**config.mk**
```make
export PLATFORM = sky130hd
export DESIGN_NAME = utf8_to_utf16_string_descriptor
export DESIGN_NICKNAME = d
export VERILOG_FILES = /design/src/rtl/core/u8u16_pkg.sv /design/src/rtl/core/utf8_to_utf16_string_descriptor.sv /design/src/rtl/core/u8u16_front.sv /design/src/rtl/core/u8u16_fifo.sv /design/src/rtl/core/u8u16_back.sv
export SDC_FILE = /design/constraint.sdc
export NUM_CORES = 1
export LEC_CHECK = 0
export BUFFER_PORTS_ARGS = -buffer_cell sky130_fd_sc_hd__buf_4
export CAP_MARGIN = 20
export CORE_ASPECT_RATIO = 1.25
export CORE_MARGIN = 4
export CORE_UTILIZATION = 45
export DETAILED_ROUTE_END_ITERATION = 8
export PLACE_DENSITY_LB_ADDON = 0.1
export SKIP_CTS_REPAIR_TIMING = 1
export SLEW_MARGIN = 20
export SYNTH_ARGS = -nofsm -noshare
export SYNTH_HDL_FRONTEND = slang
export SYNTH_SLANG_ARGS = --single-unit
```
**constraint.sdc**
```tcl
create_clock -name clk -period 7.6 [get_ports clk]
set_input_delay 1.9 -clock clk [delete_from_list [all_inputs] [get_ports clk]]
set_output_delay 1.9 -clock clk [all_outputs]
set_load 0.02 [all_outputs]
```
**src/rtl/core/u8u16_pkg.sv**
```systemverilog
// Shared types and constants for the UTF-8 to UTF-16 descriptor transcoder.
package u8u16_pkg;

  localparam int unsigned QDepth = 4;
  localparam int unsigned QPtrW  = $clog2(QDepth);

  localparam logic [1:0] CAUSE_NONE = 2'd0;
  localparam logic [1:0] CAUSE_NUL  = 2'd1;
  localparam logic [1:0] CAUSE_BAD  = 2'd2;

  localparam logic [7:0]  LEN_INIT    = 8'd2;
  localparam logic [7:0]  HDR_TYPE    = 8'h03;
  localparam logic [15:0] HI_SURR     = 16'hD800;
  localparam logic [15:0] LO_SURR     = 16'hDC00;
  localparam logic [20:0] SUPP_BASE   = 21'h10000;

  typedef struct packed {
    logic [7:0] byte_value;
    logic       string_start;
  } in_t;

  typedef struct packed {
    logic [15:0] code_unit;
    logic        kind;
    logic [1:0]  stop_cause;
    logic        last;
  } out_t;

  typedef enum logic [1:0] {
    OP_UNIT,
    OP_PAIR,
    OP_HDR
  } op_kind_t;

  // One decoded operation: a BMP unit, a supplementary code point (minus
  // 0x10000) to split into a surrogate pair, or the closing header.
  typedef struct packed {
    op_kind_t    kind;
    logic [19:0] value;
    logic [1:0]  cause;
  } op_t;

endpackage

```
**src/rtl/core/utf8_to_utf16_string_descriptor.sv**
```systemverilog
// Top level: UTF-8 string in, UTF-16 descriptor units and header word out.
// Path: a result passes through the op queue, then the output register.
// Throughput: one byte per cycle in while the queue has room; one beat per cycle
//   out while popped; a surrogate pair is two beats, the 4-entry queue absorbs it.
// Reset: synchronous, active low; clears the queue and output register and
//   leaves the decoder finished, waiting for a beat with string_start set.
module utf8_to_utf16_string_descriptor (
  input  logic            clk,
  input  logic            rst_n,
  input  logic            in_push,
  output logic            in_full,
  input  u8u16_pkg::in_t  in_data,
  output logic            out_empty,
  input  logic            out_pop,
  output u8u16_pkg::out_t out_data
);
  import u8u16_pkg::*;

  logic in_accept;
  logic op_valid;
  op_t  op;
  op_t  head;
  logic q_full, q_empty, q_pop;

  // Take a byte whenever the op queue has room; every byte yields at most one op.
  assign in_accept = in_push && !in_full;
  assign in_full   = q_full;

  // Decode: track the UTF-8 sequence and the running descriptor length.
  u8u16_front u_front (
    .clk      (clk),
    .rst_n    (rst_n),
    .accept   (in_accept),
    .in_data  (in_data),
    .op_valid (op_valid),
    .op       (op)
  );

  // Queue decoded ops so the emitter can stall independently.
  u8u16_fifo u_fifo (
    .clk     (clk),
    .rst_n   (rst_n),
    .wr_en   (in_accept && op_valid),
    .wr_data (op),
    .full    (q_full),
    .rd_en   (q_pop),
    .rd_data (head),
    .empty   (q_empty)
  );

  // Emit: one beat per cycle while popped, split supplementary code points into pairs.
  u8u16_back u_back (
    .clk       (clk),
    .rst_n     (rst_n),
    .head      (head),
    .q_empty   (q_empty),
    .q_pop     (q_pop),
    .out_empty (out_empty),
    .out_pop   (out_pop),
    .out_data  (out_data)
  );

endmodule

```
**src/rtl/core/u8u16_front.sv**
```systemverilog
// Front end: UTF-8 decoder that turns each accepted byte into at most one op.
module u8u16_front (
  input  logic             clk,
  input  logic             rst_n,
  input  logic             accept,
  input  u8u16_pkg::in_t   in_data,
  output logic             op_valid,
  output u8u16_pkg::op_t   op
);
  import u8u16_pkg::*;

  logic [20:0] acc_r, acc_nxt;
  logic [1:0]  rem_r, rem_nxt;
  logic [1:0]  seq_r, seq_nxt;
  logic [7:0]  len_r, len_nxt;
  logic        fin_r, fin_nxt;

  logic [20:0] acc_s, cp;
  logic [1:0]  rem_s, seq_s, rem_dec;
  logic [7:0]  len_s, b;
  logic        fin_s, bad_cp;
  logic [8:0]  len_sum;

  always_comb begin
    b = in_data.byte_value;
    // string start clears the decoder before the byte is taken
    acc_s = in_data.string_start ? 21'd0 : acc_r;
    rem_s = in_data.string_start ? 2'd0 : rem_r;
    seq_s = in_data.string_start ? 2'd0 : seq_r;
    len_s = in_data.string_start ? LEN_INIT : len_r;
    fin_s = in_data.string_start ? 1'b0 : fin_r;

    acc_nxt = acc_s;
    rem_nxt = rem_s;
    seq_nxt = seq_s;
    len_nxt = len_s;
    fin_nxt = fin_s;
    op_valid = 1'b0;
    op.kind  = OP_HDR;
    op.value = {12'd0, len_s};
    op.cause = CAUSE_BAD;

    cp      = {acc_s[14:0], b[5:0]};
    rem_dec = rem_s - 2'd1;
    len_sum = {1'b0, len_s} + 9'd2;

    case (seq_s)
      2'd1:    bad_cp = (cp < 21'h80) || (cp > 21'h7FF);
      2'd2:    bad_cp = (cp < 21'h800) || (cp > 21'hFFFF);
      default: bad_cp = (cp < 21'h10000) || (cp > 21'h10FFFF);
    endcase
    bad_cp = bad_cp || ((cp >= 21'hD800) && (cp <= 21'hDFFF));

    if (!fin_s) begin
      if (rem_s == 2'd0) begin
        if (b == 8'd0) begin
          op_valid = 1'b1;
          op.cause = CAUSE_NUL;
          fin_nxt  = 1'b1;
        end else if (b <= 8'h7F) begin
          op_valid = 1'b1;
          op.kind  = OP_UNIT;
          op.value = {12'd0, b};
          op.cause = CAUSE_NONE;
        end else if (b <= 8'hC1) begin
          op_valid = 1'b1;
          fin_nxt  = 1'b1;
        end else if (b <= 8'hDF) begin
          acc_nxt = {16'd0, b[4:0]};
          rem_nxt = 2'd1;
          seq_nxt = 2'd1;
        end else if (b <= 8'hEF) begin
          acc_nxt = {17'd0, b[3:0]};
          rem_nxt = 2'd2;
          seq_nxt = 2'd2;
        end else if (b <= 8'hF4) begin
          acc_nxt = {18'd0, b[2:0]};
          rem_nxt = 2'd3;
          seq_nxt = 2'd3;
        end else begin
          op_valid = 1'b1;
          fin_nxt  = 1'b1;
        end
      end else if (b[7:6] != 2'b10) begin
        op_valid = 1'b1;
        fin_nxt  = 1'b1;
      end else if (rem_dec != 2'd0) begin
        acc_nxt = cp;
        rem_nxt = rem_dec;
      end else if (bad_cp) begin
        op_valid = 1'b1;
        fin_nxt  = 1'b1;
      end else begin
        op_valid = 1'b1;
        op.cause = CAUSE_NONE;
        acc_nxt  = 21'd0;
        rem_nxt  = 2'd0;
        seq_nxt  = 2'd0;
        if (cp[20:16] == 5'd0) begin
          op.kind  = OP_UNIT;
          op.value = {4'd0, cp[15:0]};
        end else begin
          op.kind  = OP_PAIR;
          op.value = cp[19:0] - SUPP_BASE[19:0];
          len_sum  = {1'b0, len_s} + 9'd4;
        end
      end
    end

    if (op_valid && op.kind != OP_HDR) begin
      len_nxt = len_sum[8] ? 8'hFF : len_sum[7:0];
    end
    if (fin_nxt && !fin_s) begin
      acc_nxt = 21'd0;
      rem_nxt = 2'd0;
      seq_nxt = 2'd0;
    end
  end

  always_ff @(posedge clk) begin
    if (!rst_n) begin
      acc_r <= 21'd0;
      rem_r <= 2'd0;
      seq_r <= 2'd0;
      len_r <= LEN_INIT;
      fin_r <= 1'b1;
    end else if (accept) begin
      acc_r <= acc_nxt;
      rem_r <= rem_nxt;
      seq_r <= seq_nxt;
      len_r <= len_nxt;
      fin_r <= fin_nxt;
    end
  end

endmodule

```
**src/rtl/core/u8u16_fifo.sv**
```systemverilog
// Short op queue between the decoder and the unit emitter.
module u8u16_fifo (
  input  logic            clk,
  input  logic            rst_n,
  input  logic            wr_en,
  input  u8u16_pkg::op_t  wr_data,
  output logic            full,
  input  logic            rd_en,
  output u8u16_pkg::op_t  rd_data,
  output logic            empty
);
  import u8u16_pkg::*;

  op_t              mem_r [QDepth];
  logic [QPtrW-1:0] wr_ptr_r, rd_ptr_r;
  logic [QPtrW:0]   cnt_r, cnt_nxt;

  assign full    = (cnt_r == QDepth[QPtrW:0]);
  assign empty   = (cnt_r == '0);
  assign rd_data = mem_r[rd_ptr_r];

  always_comb begin
    cnt_nxt = cnt_r;
    if (wr_en && !rd_en) cnt_nxt = cnt_r + 1'b1;
    if (rd_en && !wr_en) cnt_nxt = cnt_r - 1'b1;
  end

  always_ff @(posedge clk) begin
    if (wr_en) mem_r[wr_ptr_r] <= wr_data;
  end

  always_ff @(posedge clk) begin
    if (!rst_n) begin
      wr_ptr_r <= '0;
      rd_ptr_r <= '0;
      cnt_r    <= '0;
    end else begin
      if (wr_en) wr_ptr_r <= wr_ptr_r + 1'b1;
      if (rd_en) rd_ptr_r <= rd_ptr_r + 1'b1;
      cnt_r <= cnt_nxt;
    end
  end

endmodule

```
**src/rtl/core/u8u16_back.sv**
```systemverilog
// Back end: expands queued ops into UTF-16 beats held in an output register.
module u8u16_back (
  input  logic            clk,
  input  logic            rst_n,
  input  u8u16_pkg::op_t  head,
  input  logic            q_empty,
  output logic            q_pop,
  output logic            out_empty,
  input  logic            out_pop,
  output u8u16_pkg::out_t out_data
);
  import u8u16_pkg::*;

  logic valid_r, valid_nxt;
  logic half_r, half_nxt;
  out_t data_r, beat;
  logic load, take, first_half;

  always_comb begin
    load       = !valid_r || out_pop;
    take       = load && !q_empty;
    first_half = (head.kind == OP_PAIR) && !half_r;

    beat.kind       = 1'b0;
    beat.stop_cause = CAUSE_NONE;
    beat.last       = 1'b0;
    case (head.kind)
      OP_UNIT: beat.code_unit = head.value[15:0];
      OP_PAIR: beat.code_unit = half_r ? (LO_SURR + {6'd0, head.value[9:0]})
                                       : (HI_SURR + {6'd0, head.value[19:10]});
      OP_HDR: begin
        beat.code_unit  = {HDR_TYPE, head.value[7:0]};
        beat.kind       = 1'b1;
        beat.stop_cause = head.cause;
        beat.last       = 1'b1;
      end
      default: beat.code_unit = head.value[15:0];
    endcase

    // hold a pair op in the queue until its low half is loaded into the output register
    q_pop     = take && !first_half;
    half_nxt  = take ? first_half : half_r;
    valid_nxt = load ? !q_empty : valid_r;
  end

  assign out_empty = !valid_r;
  assign out_data  = data_r;

  always_ff @(posedge clk) begin
    if (take) data_r <= beat;
  end

  always_ff @(posedge clk) begin
    if (!rst_n) begin
      valid_r <= 1'b0;
      half_r  <= 1'b0;
    end else begin
      valid_r <= valid_nxt;
      half_r  <= half_nxt;
    end
  end

endmodule

```
---- After elaboration in Yosys (flattened, before gate mapping) ----
Memories as Yosys holds them, arrays and structs flattened. A register that Yosys moved wholly into a read port is not among the register bits.
Cells that the tools add are included.
storage, ports and cells
  output and inout bits ................... 22
  input port bits ......................... 13
  logic and storage cells ................. 159
  memories kept ........................... 1
  bits in registers ....................... 63
  bits in writable memories ............... 96
cells by class
  muxes and demuxes ....................... 85
  equality and inequality tests ........... 7
  $lt $le $gt $ge ......................... 13
  $add $sub $neg .......................... 10
  reduce and logical (&&, ||, !) cells .... 29
memory list
  memory        depth  width  read ports  clocked after Yosys merged registers in  wr ports  RTL line          text
  u_fifo.mem_r  4      24     1           1                                        1         u8u16_fifo.sv:14  op_t mem_r [QDepth];
operators by type and width
  cell                    number
  $mux 21                 14
  $mux 24                 6
  $mux 2                  29
  $mux 9                  6
  $add 15x11->16 const A  2
  $le 8x8->1 const B      4
  $pmux 16 s2             1
  $mux 8                  3
  $mux 22                 1
  $ge 21x16->1 const B    1
  $gt 21x11->1 const B    1
  $gt 21x16->1 const B    1
  $gt 21x21->1 const B    1
  $le 21x16->1 const B    1
  $lt 21x12->1 const B    1
  $lt 21x17->1 const B    1
  $lt 21x8->1 const B     1
  $mux 1                  20
  $sub 20x17->20 const B  1
  $mux 16                 1
  $logic_and 1x1->1       10
  $add 8x2->9 const B     1
  $add 8x3->9 const B     1
  $le 8x7->1 const B      1
  other kinds (18)        35

---- Logic depth before layout (Yosys ltp) ----
  depth after elaboration ................. 13
  gate-level depth with buffers ........... 18
  gate-level depth less buffers ........... 14

---- Cells and area by module ----
Synthesis repeated with hierarchy kept, for this count alone.
unflattened totals
  cell total of the unflattened synthesis .. 621
  area total of the unflattened synthesis .. 7514.7 um^2
modules (own cells, without submodules)
  module                           instances  cells each  area an instance (um^2)  sequential area each (um^2)
  u8u16_fifo                       1          172         3953.8                   3062.9
  u8u16_front                      1          351         2518.7                   560.5
  u8u16_back                       1          96          1027.2                   610.6
  utf8_to_utf16_string_descriptor  1          2           15.0                     0.0

---- Least setup slack after synthesis ----
OpenSTA, ideal clock, no wires.
  path type ............................... input-to-reg
  start point ............................. input port in_data[0] in the netlist's numbering
  end point ............................... register u_front.len_r[1]
  path slack .............................. 2.456 ns
  cell stages on the path ................. 16
  arrival ................................. 5.002 ns
  buffers on the path ..................... 5
  required time ........................... 7.457 ns
  library setup time ...................... 0.143 ns
  path through ............................ buf_6 > clkbuf_1 > inv_1 > clkbuf_1 > clkbuf_1 > nand2_1 > ha_1 > o21ai_0 > o311ai_0 > o31a_1 > a31oi_4 > nor4_2 > clkbuf_1 > nand3_1 > a21oi_1 > o311ai_1
on the way
  longest elaborated chain between the ends .. 13
  elaborated cells on any way between the ends .. 47
  those cells by class .................... 3 x add/sub; 8 x order compare; 3 x eq/ne; 24 x mux; 9 x reduce/logical
ends and longest elaborated chain
  item                                  RTL line                                                 text
  from (decl)                           utf8_to_utf16_string_descriptor.sv:12                    input u8u16_pkg::in_t in_data,
  $mux 21                               u8u16_front.sv:27                                        acc_s = in_data.string_start ? 21'd0 : acc_r;
  $lt 21x17->1 (tied with other cells)  u8u16_front.sv:50                                        default: bad_cp = (cp < 21'h10000) || (cp > 21'h10FFFF);
  $logic_or 1x1->1 (on tied branches)   u8u16_front.sv:50, u8u16_front.sv:48, u8u16_front.sv:49
  $pmux 1 s2                            u8u16_front.sv:47                                        case (seq_s)
  $logic_or 1x1->1                      u8u16_front.sv:52                                        bad_cp = bad_cp || ((cp >= 21'hD800) && (cp <= 21'hDFFF));
  $mux 24                               u8u16_front.sv:90                                        end else if (bad_cp) begin
  $mux 24                               u8u16_front.sv:87                                        end else if (rem_dec != 2'd0) begin
  $mux 24                               u8u16_front.sv:84                                        end else if (b[7:6] != 2'b10) begin
  $mux 24                               u8u16_front.sv:55                                        if (rem_s == 2'd0) begin
  $mux 24                               u8u16_front.sv:54                                        if (!fin_s) begin
  $ne 2x2->1                            u8u16_front.sv:110                                       if (op_valid && op.kind != OP_HDR) begin
  $logic_and 1x1->1                     u8u16_front.sv:110
  $mux 8 *                              u8u16_front.sv:110
  to (signal assigned)                  u8u16_front.sv:131                                       len_r <= len_nxt;
  to (decl)                             u8u16_front.sv:15                                        logic [7:0] len_r, len_nxt;
Every way passes the cells marked *; elsewhere a longest branch is shown, timed or not.
A chain may end at the register's enable or synchronous reset.

---- Worst setup path after layout ----
  start point ............................. input port in_data[0] in the netlist's numbering
  end point ............................... register u_fifo.cnt_r[2]
on the way
  longest elaborated chain between the ends .. 11
  elaborated cells on any way between the ends .. 15
  those cells by class .................... 1 x add/sub; 7 x mux; 7 x reduce/logical
ends and longest elaborated chain
  item                                                RTL line                               text
  $mux 2                                              u8u16_front.sv:28                      rem_s = in_data.string_start ? 2'd0 : rem_r;
  $sub 2x1->2                                         u8u16_front.sv:44                      rem_dec = rem_s - 2'd1;
  $reduce_bool 2->1                                   u8u16_front.sv:87
  $mux 1                                              u8u16_front.sv:87
  $mux 1                                              u8u16_front.sv:84
  $mux 1                                              u8u16_front.sv:55
  $mux 1 *                                            u8u16_front.sv:54
  $logic_and 1x1->1 *                                 utf8_to_utf16_string_descriptor.sv:43  .wr_en (in_accept && op_valid),
  $logic_not 1->1                                     u8u16_fifo.sv:25                       if (rd_en && !wr_en) cnt_nxt = cnt_r - 1'b1;
  $logic_and 1x1->1                                   u8u16_fifo.sv:25
  $mux 3 / $reduce_bool 2->1 (equally long branches)  -
  to (signal assigned)                                u8u16_fifo.sv:40                       cnt_r <= cnt_nxt;
  to (decl)                                           u8u16_fifo.sv:16                       logic [QPtrW:0] cnt_r, cnt_nxt;
Marks and branches as above.

==> metrics.txt <==
area of placed instances 7800 sq um; total of buffers placed on input and output ports 34; maximum net fanout on the critical path 28; final instance count without filler cells 849; Final ANT Viol Nets 0; Synth Flop Type sky130_fd_sc_hd__edfxtp_1; Buf+Inv Stages, Crit Path 5; width of the chip 122 um; Post-Syn Instances 591; class of the tightest hold or removal check reg -> reg; cell repeated most along the worst path sky130_fd_sc_hd__inv_1; clock tree from TritonCTS done; power density normalized to cell area 314 nW/um^2; worst hold slack 0.468 ns; Antenna Cells 0; warning count from the yosys run 0; initial antenna violation count 0; Comb pwr share 26.5%; P_sw 0.790 mW; number of ports placed on the die boundary 35; headroom to the max-slew limit 39.7%; Post-synth EDFFs 115; wire length after detailed routing 17.7 mm; portion of total power attributed to sequential cells 41.2%; Max Clock Freq 187 MHz; proportion of register bits with asynchronous set or reset after synthesis 0%; top post-synthesis cells by area sky130_fd_sc_hd__edfxtp_1 47%, sky130_fd_sc_hd__dfxtp_1 11%, sky130_fd_sc_hd__mux4_2 7.4%; Mapped Avg Cell Area 12.4 sq um; power consumption 2.64 mW; number of clock sinks 154; shortest period the worst path allows 5.35 ns; core region area 16100 sq um; CP Capture Type flip-flop; slack of the critical path 2.25 ns; Tightest Pin Transition 0.895 ns; Synth top cells by count 115 x sky130_fd_sc_hd__edfxtp_1, 48 x sky130_fd_sc_hd__nand2_1, 43 x sky130_fd_sc_hd__nor2_1; count of placed standard cells including taps 817; Switching Share 29.9%; sequential standard cell area 4230 sq um; final total negative setup slack 0 ns; delay contributed by the slowest stage of the critical path 0.57 ns; routability-driven placement congestion ratio 0.982; total CTS buffers 17; distinct cell type count after synthesis 70; Final setup viols 0; mean number of vias per cell 5.93; kind of cell adding the most delay to the critical path buffers and inverters; Worst setup SP type primary input; slowest stage cell, crit path sky130_fd_sc_hd__ha_1; post-detailed-placement half-perimeter wirelength 12.5 mm; data required time of the critical path 7.94 ns; summed instance area of the synthesized netlist 7350 sq um; GR Util All Layers 20.2%; number of register bits inferred by synthesis 154; final worst clock skew 0.0168 ns; Mapped Nets 619; number of vias after detailed routing 5032; initial drt markers 362; pre-CTS setup slack 1.75 ns; static leakage 2.92 nW; count of maximum capacitance violations 0; Initial Util 45.6%; maximum number of pins on one net before global-route repair 29; height of the die 151 um; critical path type in -> reg; CP Cell Sequence buf_4 > inv_1 > nand2_1 > ha_1 > clkinv_1 > nand2_1 > and3_1 > inv_1 > ha_1 > inv_1 > fa_1 > xor2_1 > or3_1 > a21oi_1; Filler cells 1468; status completed; final slew viol count 0; maximum buffer depth of the clock tree 2; Pint 1.85 mW; share of synthesized area occupied by flip-flops and latches 57.6%; unrepaired setup endpoints after global routing false; number of iterations in the first detailed-routing pass 4; global-route wire length before repair 27.9 mm; count leader, synth sky130_fd_sc_hd__edfxtp_1; Arrival @ worst endpoint 5.69 ns; library cell occupying the most area in the post-synthesis netlist sky130_fd_sc_hd__edfxtp_1; area growth from synthesis to final layout 14.3%; # DRC 0; Worst IR Drop VDD 124 uV; utilization after layout 52.1%; Multi-input gate area 2900 sq um; vias in the first global route 5085; Worst-path clk slew 0.06 ns; final hold violation count 0; root buf cell sky130_fd_sc_hd__clkbuf_16; fraction of power consumed by the clock network 32.3%; Post-Layout Inst Area 8410 sq um; # H-tree levels 4; top-area cell type share of the netlist area 47.0%; average detailed-routed wire length per instance 20.8 um; GRT Residual Overflow 0; # rows 52; Final Net Count 648; fraction of layout instances using a drive strength above 1 18.3%; Die ar. 18500 sq um; clk_lat worst skew 0.42 ns; Period Utilization, post-route 70.4%
[final timing paths]
kind | from | end | slack [ns] | cells past startpoint
min | u_front.seq_r[1] | u_front.seq_r[1] | 0.47 | 2
min reg2reg | u_front.seq_r[1] | u_front.seq_r[1] | 0.47 | 2
max | in_data[0] | u_fifo.cnt_r[2] | 2.25 | 14
max reg2reg | flip-flop | u_fifo.cnt_r[2] | 3.90 | 11
[layer usage]
metal | wire [um] | part of all wire [%] | vias up | track usage (%)
met2 | 9190 | 52 | 175 | 35.2
met3 | 771 | 4.4 | 33 | 4.41
met1 | 7210 | 41 | 2486 | 23.9
met5 | 0 | 0 | - | 0
li1 | - | - | 2338 | -
met4 | 490 | 2.8 | 0 | 8.63
[state kept, by name (all words and copies together), names as in the netlist, named ones only]
name,cells
u_back.half_r,1
u_back.out_data,19
u_back.valid_r,1
u_fifo.cnt_r,3
u_fifo.mem_r,96
u_fifo.rd_ptr_r,2
u_fifo.wr_ptr_r,2
u_front.acc_r,15
u_front.fin_r,1
u_front.len_r,8
u_front.rem_r,2
u_front.seq_r,2
[kinds of logic (layout without fill, tap and decap cells)]
family                     count (synthesis)  count (layout)  share of synthesized area [%]
AOI/OAI and AO/OA                        146             146                           15.1
xor gates and xnor gates                   7               7                          0.834
adders and majority gates                 15              15                           2.65
buffers and inverters                     56              98                           3.11
DFF                                      154             154                           57.6
muxes                                     27              27                           7.76
and+or+nand+nor                          186             186                           12.9
[final cells by class]
class | instances | area share, %
Clock buffer | 17 | 5.06
Clock inverter | 15 | 2.05
Inverter | 25 | 1.12
Multi-Input combinational cell | 381 | 34.5
Sequential cell | 154 | 50.4
Tap cell | 216 | 3.22
Timing Repair Buffer | 41 | 3.66
[worst register-to-register path, stage by stage, from the launching register on]
cell and delay, ns:
sky130_fd_sc_hd__dfxtp_1 0.31, sky130_fd_sc_hd__buf_4 0.43, sky130_fd_sc_hd__mux4_2 0.61, sky130_fd_sc_hd__ha_1 0.39, sky130_fd_sc_hd__nor2b_1 0.24, sky130_fd_sc_hd__nor2b_1 0.33, sky130_fd_sc_hd__ha_1 0.25, sky130_fd_sc_hd__inv_1 0.06
sky130_fd_sc_hd__fa_1 0.37, sky130_fd_sc_hd__xor2_1 0.17, sky130_fd_sc_hd__or3_1 0.32, sky130_fd_sc_hd__a21oi_1 0.14
[cells in the final DEF, fill, tap and decap left out, types with 3 or more instances in the layout]
| master | count |
|---|---|
| sky130_fd_sc_hd__nand3_1 | 11 |
| sky130_fd_sc_hd__buf_4 | 41 |
| sky130_fd_sc_hd__a211oi_1 | 3 |
| sky130_fd_sc_hd__o211ai_1 | 3 |
| sky130_fd_sc_hd__xnor2_1 | 4 |
| sky130_fd_sc_hd__mux2i_1 | 3 |
| sky130_fd_sc_hd__clkinvlp_4 | 4 |
| sky130_fd_sc_hd__o21bai_1 | 4 |
| sky130_fd_sc_hd__nor2b_1 | 13 |
| sky130_fd_sc_hd__edfxtp_1 | 115 |
| sky130_fd_sc_hd__a21oi_1 | 26 |
| sky130_fd_sc_hd__nand4_1 | 6 |
| sky130_fd_sc_hd__o21ai_0 | 25 |
| sky130_fd_sc_hd__o22ai_1 | 3 |
| sky130_fd_sc_hd__inv_6 | 3 |
| sky130_fd_sc_hd__o31ai_1 | 4 |
| sky130_fd_sc_hd__nor3_2 | 3 |
| sky130_fd_sc_hd__nor3_1 | 11 |
| sky130_fd_sc_hd__clkinv_1 | 4 |
| sky130_fd_sc_hd__nor4_1 | 6 |
| sky130_fd_sc_hd__o21a_1 | 3 |
| sky130_fd_sc_hd__nand2_1 | 48 |
| sky130_fd_sc_hd__and2_1 | 10 |
| sky130_fd_sc_hd__and3_1 | 13 |
| sky130_fd_sc_hd__clkbuf_16 | 17 |
| sky130_fd_sc_hd__a22o_1 | 36 |
| sky130_fd_sc_hd__or2_2 | 4 |
| sky130_fd_sc_hd__dfxtp_1 | 39 |
| sky130_fd_sc_hd__o31a_1 | 7 |
| sky130_fd_sc_hd__xor2_1 | 3 |
| sky130_fd_sc_hd__inv_1 | 23 |
| sky130_fd_sc_hd__ha_1 | 14 |
| sky130_fd_sc_hd__bufinv_16 | 3 |
| sky130_fd_sc_hd__mux4_2 | 24 |
| sky130_fd_sc_hd__nor2_1 | 43 |
| sky130_fd_sc_hd__nand2b_1 | 7 |
| sky130_fd_sc_hd__a221o_1 | 3 |
[power groups by stage]
stage	registers [mW]	clock network, mW	logic (mW)
final	1.09	0.854	0.700
after global routing	1.10	0.904	0.764
after floorplan	1.17	0	0.418
after CTS	1.09	0.871	0.711
after global placement	1.10	0	0.699
after detailed placement	1.11	0	0.709
Note: power is estimated with default switching activity, not from simulation.
